$ cat config.mk
export PLATFORM = sky130hd
export DESIGN_NAME = flpc_ctrl
export DESIGN_NICKNAME = d
export VERILOG_FILES = /design/src/hw/rtl/flpc_pkg.sv /design/src/hw/rtl/flpc_ctrl.sv
export SDC_FILE = /design/constraint.sdc
export NUM_CORES = 1
export LEC_CHECK = 0
export BUFFER_PORTS_ARGS = -buffer_cell sky130_fd_sc_hd__buf_2
export CAP_MARGIN = 20
export CORE_AREA = 4 4 41 43
export DETAILED_ROUTE_END_ITERATION = 8
export DIE_AREA = 0 0 45 47
export GPL_TIMING_DRIVEN = 0
export SLEW_MARGIN = 20
export SYNTH_ARGS = -nofsm -noshare
export SYNTH_HDL_FRONTEND = slang
export SYNTH_SLANG_ARGS = --single-unit
$ cat constraint.sdc
create_clock -name clk -period 1.5 [get_ports clk]
set_clock_uncertainty 0.15 [all_clocks]
set_input_delay 0.15 -clock clk [delete_from_list [all_inputs] [get_ports clk]]
set_output_delay 0.15 -clock clk [all_outputs]
set_load 0.1 [all_outputs]
$ cat src/hw/rtl/flpc_pkg.sv
// ----------------------------------------------------------------------------
// flpc_pkg: shared types and codes for the frame LRU page cache
// Item structs, operation and result codes, controller/datapath links.
// ----------------------------------------------------------------------------
`default_nettype none

package flpc_pkg;

  typedef struct packed {
    logic [2:0]  op;
    logic [31:0] key_high;
    logic [31:0] key_low;
    logic        key_valid;
    logic [63:0] frame_index;
  } in_item_t;

  typedef struct packed {
    logic [2:0]  status;
    logic [5:0]  page_index;
    logic [31:0] page_generation;
    logic [31:0] evictions_in_frame;
    logic [6:0]  cached_count;
    logic [6:0]  dirty_count;
    logic [6:0]  clean_count;
  } out_item_t;

  localparam logic [2:0] OP_REQUEST   = 3'd0;
  localparam logic [2:0] OP_BEGIN     = 3'd1;
  localparam logic [2:0] OP_RENDERED  = 3'd2;
  localparam logic [2:0] OP_INVAL     = 3'd3;
  localparam logic [2:0] OP_INVAL_ALL = 3'd4;

  localparam logic [2:0] RS_HIT       = 3'd0;
  localparam logic [2:0] RS_FRESH     = 3'd1;
  localparam logic [2:0] RS_EVICT     = 3'd2;
  localparam logic [2:0] RS_INVALID   = 3'd3;
  localparam logic [2:0] RS_NO_PAGE   = 3'd4;
  localparam logic [2:0] RS_FOUND     = 3'd5;
  localparam logic [2:0] RS_NOT_FOUND = 3'd6;
  localparam logic [2:0] RS_DONE      = 3'd7;

  localparam logic [1:0] PS_FREE  = 2'd0;
  localparam logic [1:0] PS_DIRTY = 2'd1;
  localparam logic [1:0] PS_CLEAN = 2'd2;

  typedef struct packed {
    logic load;
    logic scan_start;
    logic scan_step;
    logic pick;
    logic commit;
  } flpc_cmd_t;

  typedef struct packed {
    logic need_scan;
    logic scan_last;
  } flpc_stat_t;

endpackage

`default_nettype wire

$ cat src/hw/rtl/flpc_ctrl.sv
// ----------------------------------------------------------------------------
// flpc_ctrl: sequencer of the page cache
// Steps one item through load, an optional tag scan and drain, page pick and commit; owns out_valid.
// ----------------------------------------------------------------------------
`default_nettype none

module flpc_ctrl import flpc_pkg::*; (
  input  wire logic       clk,
  input  wire logic       rst_n,
  input  wire logic       in_valid,
  output logic            in_stall,
  output logic            out_valid,
  input  wire logic       out_stall,
  input  wire flpc_stat_t stat,
  output flpc_cmd_t       cmd
);

  typedef enum logic [2:0] {S_IDLE, S_SCAN, S_DRAIN, S_PICK, S_COMMIT} state_t;

  state_t state_r, state_nxt;
  logic   out_valid_r, out_valid_nxt;
  logic   slot_free;

  assign slot_free = !out_valid_r || !out_stall;
  assign in_stall  = (state_r != S_IDLE);
  assign out_valid = out_valid_r;

  always_comb begin
    cmd           = '0;
    state_nxt     = state_r;
    out_valid_nxt = out_valid_r && out_stall;
    unique case (state_r)
      S_IDLE: begin
        if (in_valid) begin
          cmd.load = 1'b1;
          if (stat.need_scan) begin
            cmd.scan_start = 1'b1;
            state_nxt      = S_SCAN;
          end else begin
            state_nxt = S_PICK;
          end
        end
      end
      S_SCAN: begin
        cmd.scan_step = 1'b1;
        if (stat.scan_last) state_nxt = S_DRAIN;
      end
      S_DRAIN: state_nxt = S_PICK;
      S_PICK: begin
        cmd.pick  = 1'b1;
        state_nxt = S_COMMIT;
      end
      S_COMMIT: begin
        if (slot_free) begin
          cmd.commit    = 1'b1;
          out_valid_nxt = 1'b1;
          state_nxt     = S_IDLE;
        end
      end
      default: state_nxt = S_IDLE;
    endcase
  end

  always_ff @(posedge clk) begin
    if (!rst_n) begin
      state_r     <= S_IDLE;
      out_valid_r <= 1'b0;
    end else begin
      state_r     <= state_nxt;
      out_valid_r <= out_valid_nxt;
    end
  end

`ifndef SYNTH
  a_commit_slot: assert property (@(posedge clk) disable iff (!rst_n)
    cmd.commit |-> slot_free) else $error("commit into a held result");
  a_scan_end: assert property (@(posedge clk) disable iff (!rst_n)
    (state_r == S_SCAN && stat.scan_last) |=> state_r == S_DRAIN)
    else $error("scan did not end");
  a_valid_after_commit: assert property (@(posedge clk) disable iff (!rst_n)
    cmd.commit |=> out_valid) else $error("result lost");
`endif

endmodule

`default_nettype wire

==> key figures, run 1 <==
Finish
  • ANT cells: 0
  • Share of cells above drive strength 1: 0.744
  • FILL cells: 135
  • Area growth, synth to finish: 112%
  • Commonest non-fill, non-tap cell in the layout: buf_2
  • Most frequent cells in the layout: 6 x buf_2, 4 x buf_12
  • Nets: between 50 and 60

Synthesis
  • Synth top area share: 0.362
  • Share of flip-flops with an asynchronous set or reset: 0
  • Distinct cells, synth: 17
  • Mapped cell area: 221 um2
  • #FFs+latches synth: 4
  • Register area share after synthesis: 0.362
  • Mapped Cells: 24
  • Top-count cell post-synth: dfxtp_1
  • Mapped Avg Cell Area: 9.23 um2
  • Post-synth EDFFs: 0
  • Synth Warn #: 0
  • Syn Nets: 30
  • Synth Flop Type: dfxtp_1
  • Top cells by area, synth: dfxtp_1 36%, nand2b_1 8.5%, nor3_1 6.8%, o2bb2ai_2 6.8%, a21boi_2 5.1%
  • Top post-synthesis cells by count: 4 x dfxtp_1, 3 x nand2b_1, 3 x nor3_1
  • Dominant cell type by area after synthesis: dfxtp_1

Hold path
  • Number of cells on the worst hold path: 2
  • Hold Crit Class: in2reg

Job
  • # Max-Cap Violations: 0

Clock network
  • Post-CTS Hold Fix Bufs: 0
  • Root Buffer Master: clkbuf_4
  • Clk_lat worst skew: 240 ps
  • # clock sinks: 4
  • Reg clk slew, reported paths: roughly 40 ps
  • H-tree depth: 1
  • CTS Buf Count: 3
  • CTS tree: done
  • CTS max path bufs: 2

Place
  • Setup WS pre-CTS: -126 ps
  • PortBufs: 12
  • Global placement routability congestion: ~0.61
  • Detail Placement HPWL: roughly 430 um

Route
  • Routed WL: between 600 and 700 um
  • Antenna-violating nets left: 0
  • Initial DRC count: 2
  • Pre-antenna DRT Iters: 2
  • WL per Instance: roughly 11 um
  • Via count: 250
  • DR vias/cell: 4.31
  • DRC: 0

Die
  • # IOs: 13
  • Row count: 13
  • Core ar.: ~0.0013 mm2
  • Die X: 45 um
  • Chip height: 47 um
  • DIE AREA: 0.00212 mm2
  • Starting Density: 0.170

STA
  • Setup violations, final: 3
  • Crit share post-route: 1.09
  • RSZ-0062 raised after global routing: true
  • Fin crit period: 1640 ps
  • PnR worst setup slack: -138 ps
  • Slew @ Worst Pin: just under 500 ps
  • Pins over their slew limit: 0
  • Fin. Hold Viols: 0
  • Fmax: a little over 600 MHz
  • Rel. slew slack: 0.678
  • Final hold slack: 19.2 ps

Global routing
  • GRT Residual Overflow: 0
  • Vias in the first global route: about 240
  • Initial antenna violation count: 0
  • Global-route wire length before repair: 1.00 mm
  • Largest net degree at the start of global routing: 9
  • GR Util All Layers: 0.0742

Power
  • Worst VDD drop: 0.321 mV
  • Sequential power share: 0.241
  • Power share of the clock group: 0.252
  • Pwr Total: 0.550 mW
  • Leak pwr: 0.199 nW
  • PD cells: 1170 mW/mm2
  • Logic gate share of total power: 0.507
  • Net load switching power: 0.242 mW
  • Int Pwr: approximately 0.31 mW
  • Sw Share: 0.440

Critical path
  • Critical path arrival: 1340 ps
  • Crit Path Class: reg2out
  • Peak fanout along the critical path: 4
  • Startpoint type of the worst setup path: register
  • Worst path required time: between 1000 and 1500 ps
  • Number of cells on the worst reg-to-reg path: 3
  • Crit. End Element: output port

Outcome
  • Status: finished, violations left
  • Failing checks: negative setup slack
power by group through the flow:
stage / clock network [mW] / registers [mW] / logic (mW)
after floorplan: 0 / 0.136 / 0.172
after global placement: 0 / 0.135 / 0.204
after detailed placement: 0 / 0.136 / 0.206
after CTS: 0.144 / 0.134 / 0.226
after global routing: 0.159 / 0.135 / 0.290
final: 0.138 / 0.133 / 0.279
metrics by stage:
stage	utilization	std cells	cell area, um2	setup TNS (ps)
finish	0.361	58	469	-241
global route	0.361	58	469	-434
CTS	0.304	55	395	-385
detailed placement	0.251	51	327	-269
global placement	0.251	51	327	-233
floorplan	-	24	248	-199
cell type report:
cell class / count / area (um2) / area share
well taps: 15 / 18.8 / 0.0400
flip-flops and latches: 4 / 92.6 / 0.197
multi-input cells: 19 / 165 / 0.352
repair buffers: 16 / 166 / 0.355
clock buffers: 3 / 22.5 / 0.0480
inverters: 1 / 3.75 / 0.00800
final timing paths:
check / startpoint / endpoint / slack (ps)
setup / recovery: state_r[1] / cmd[0] / -140
setup reg to reg: state_r[1] / out_valid / 230
hold / removal: rst_n / state_r[2] / 20
hold reg to reg: out_valid / out_valid / 350
worst max-delay path, cell delays in order, from the launching register on:
cell,delay [ps]
dfxtp_4,360
or3b_4,410
a21oi_4,140
buf_12,190
layer usage:
metal / share of wire / track usage / vias to the layer above
li1: - / - / 127
met1: 0.38 / 0.0773 / 117
met2: 0.54 / 0.0904 / 6
met3: 0.081 / 0.0498 / 0
met4: 0 / 0.0877 / 0
met5: 0 / 0 / -
cell families (layout without fill, tap and decap cells):
kind of cell	Yosys count	in the layout	share of synthesized area
simple gates	14	14	0.390
compound gates	5	5	0.232
flops	4	4	0.362
buf+inv	1	20	0.0169
flip-flops by register name, indices dropped and copies added (netlist names):
signal     count
out_valid      1
state_r        3
timing repair:
| action | in CTS | in global routing |
|---|---|---|
| resized for setup | 13 | 10 |
| buffers inserted | 1 | 3 |
| hold endpoints to repair | 0 | 0 |
| pin swaps | 1 | 1 |
| endpoints found under the setup margin | 6 | 5 |
No activity file was read; power rests on OpenSTA's default activity.
==> run 2, diff against run 1 <==
--- a/config.mk
+++ b/config.mk
@@ -6,11 +6,12 @@
 export NUM_CORES = 1
 export LEC_CHECK = 0
 export BUFFER_PORTS_ARGS = -buffer_cell sky130_fd_sc_hd__buf_2
-export CAP_MARGIN = 20
+export CAP_MARGIN = 25
 export CORE_AREA = 4 4 41 43
 export DETAILED_ROUTE_END_ITERATION = 8
 export DIE_AREA = 0 0 45 47
 export GPL_TIMING_DRIVEN = 0
+export PLACE_DENSITY = 0.41
 export SLEW_MARGIN = 20
 export SYNTH_ARGS = -nofsm -noshare
 export SYNTH_HDL_FRONTEND = slang
==> key figures, run 2 (same netlist as run 1, synthesis figures left out) <==
Power
  • Logic gate share of total power: 0.498
  • Leak pwr: roughly 0.20 nW
  • PD cells: between 1000 and 1500 mW/mm2
  • Sw Share: 0.442
  • Net load switching power: approximately 0.23 mW
  • Power share of the clock group: 0.254
  • Worst VDD drop: around 0.45 mV
  • Int Pwr: 0.287 mW
  • Sequential power share: 0.248

Die
  • Chip height: 47 um
  • DIE AREA: 0.00212 mm2
  • Row count: 13
  • # IOs: 13
  • Die X: 45 um
  • Core ar.: ~0.0013 mm2
  • Starting Density: 0.170

STA
  • Fmax: 616 MHz
  • Rel. slew slack: 0.680
  • PnR worst setup slack: -123 ps
  • Setup violations, final: 3
  • Fin. Hold Viols: 0
  • Slew @ Worst Pin: roughly 480 ps
  • RSZ-0062 raised after global routing: true
  • Pins over their slew limit: 0
  • Fin crit period: 1620 ps
  • Crit share post-route: 1.08

Hold path
  • Min-delay src: rst_n
  • Hold EP: state_r[2]
  • Number of cells on the worst hold path: 2
  • Hold Crit Class: in2reg

Clock network
  • Root Buffer Master: clkbuf_4
  • H-tree depth: 1
  • CTS max path bufs: 2
  • CTS tree: done
  • Reg clk slew, reported paths: 40 ps
  • # clock sinks: 4
  • CTS Buf Count: 3
  • Clk_lat worst skew: 230 ps

Critical path
  • Crit Path Class: reg2out
  • Critical path arrival: 1320 ps
  • R2r endpoint: state_r[2]
  • Startpoint type of the worst setup path: register
  • Flop2flop setup slack: approximately 240 ps
  • Peak fanout along the critical path: 6
  • Worst R2R Start: state_r[1]
  • Worst path required time: 1200 ps
  • Number of cells on the worst reg-to-reg path: 3
  • Crit. End Element: output port

Global routing
  • Initial antenna violation count: 0
  • Vias in the first global route: approximately 260
  • Global-route wire length before repair: 1.04 mm
  • GRT Residual Overflow: 0
  • Largest net degree at the start of global routing: 9
  • GR Util All Layers: 0.0727

Finish
  • Commonest non-fill, non-tap cell in the layout: buf_4
  • Final Cell Area: 442 um2
  • Nets: 53
  • ANT cells: 0
  • Area growth, synth to finish: 99.4%
  • Largest register FFs: 3
  • Most frequent cells in the layout: 8 x buf_4, 6 x buf_2
  • Final Instance Count excl. Fillers: 60
  • Share of cells above drive strength 1: 0.733
  • Biggest register: state_r
  • FILL cells: 141

Outcome
  • Status: finished, violations left
  • Failing checks: negative setup slack

Route
  • Initial DRC count: 5
  • Via count: 248
  • Pre-antenna DRT Iters: 4
  • DR vias/cell: 4.13
  • Antenna-violating nets left: 0
  • DRC: 0
  • WL per Instance: 9.98 um
  • Routed WL: 599 um

Place
  • Global placement routability congestion: 0.710
  • Placement Cell Area: 327 um2
  • Placed cells: 51
  • Detail Placement HPWL: 438 um
  • Setup WS pre-CTS: -144 ps
  • PortBufs: 12

Job
  • # Max-Cap Violations: 0
## run 2: changes by cell type in the layout (fill, tap and decap cells not counted)
cell and delta:
buf_12 -3, nor3_2 -1, nor3_1 +1, buf_4 +5
## run 2: how the worst max path moves through the flow
stage	from	endpoint	slack (ps)	cells after the start
2_1_floorplan	state_r[1]	cmd[0]	-120	2
3_3_place_gp	state_r[0]	cmd[0]	-130	3
3_5_place_dp	state_r[0]	cmd[0]	-140	3
4_1_cts	state_r[2]	cmd[0]	-150	3
5_1_grt	state_r[1]	cmd[0]	-170	3
6_report	state_r[1]	cmd[0]	-120	3
## run 2: metrics by stage
step                 util  hold slack [ps]  power [mW]  TNS [ps]
finish              0.339             25.3       0.515      -294
global route        0.339             37.8       0.544      -487
CTS                 0.312             16.1       0.505      -323
detailed placement  0.251              264       0.343      -277
global placement    0.251              259       0.340      -221
floorplan               -              108       0.308      -199
## run 2: final cells by class
type / instances / area (um2) / share of cell area
inverters: 1 / 3.75 / 0.00850
flip-flops and latches: 4 / 92.6 / 0.210
repair buffers: 18 / 144 / 0.326
well taps: 15 / 18.8 / 0.0425
multi-input cells: 19 / 160 / 0.363
clock buffers: 3 / 22.5 / 0.0510
## run 2: power by group through the flow
stage,logic [mW],clock network [mW],registers (mW)
CTS,0.234,0.139,0.132
detailed placement,0.206,0,0.137
floorplan,0.172,0,0.136
global route,0.267,0.148,0.129
global placement,0.204,0,0.136
finish,0.256,0.131,0.128
## run 2: critical path, stage by stage (launching register included)
cell and delay, ps:
dfxtp_4 350, or3b_4 410, a21oi_4 140, buf_12 180
## run 2: timing repair
| action | CTS | global route |
|---|---|---|
| setup buffers | 2 | 4 |
| hold buffers | 0 | 0 |
| endpoints found under the setup margin | 6 | 5 |
| gates cloned | 0 | 0 |
| gates resized for setup | 14 | 2 |
| pin swaps | 1 | 1 |
## run 2: per-layer routing
metal,share of wire,vias up,GRT usage
met1,0.46,106,0.0774
li1,-,131,-
met5,0,-,0
met2,0.44,11,0.105
met3,0.10,0,0.0575
met4,0,0,0.0351
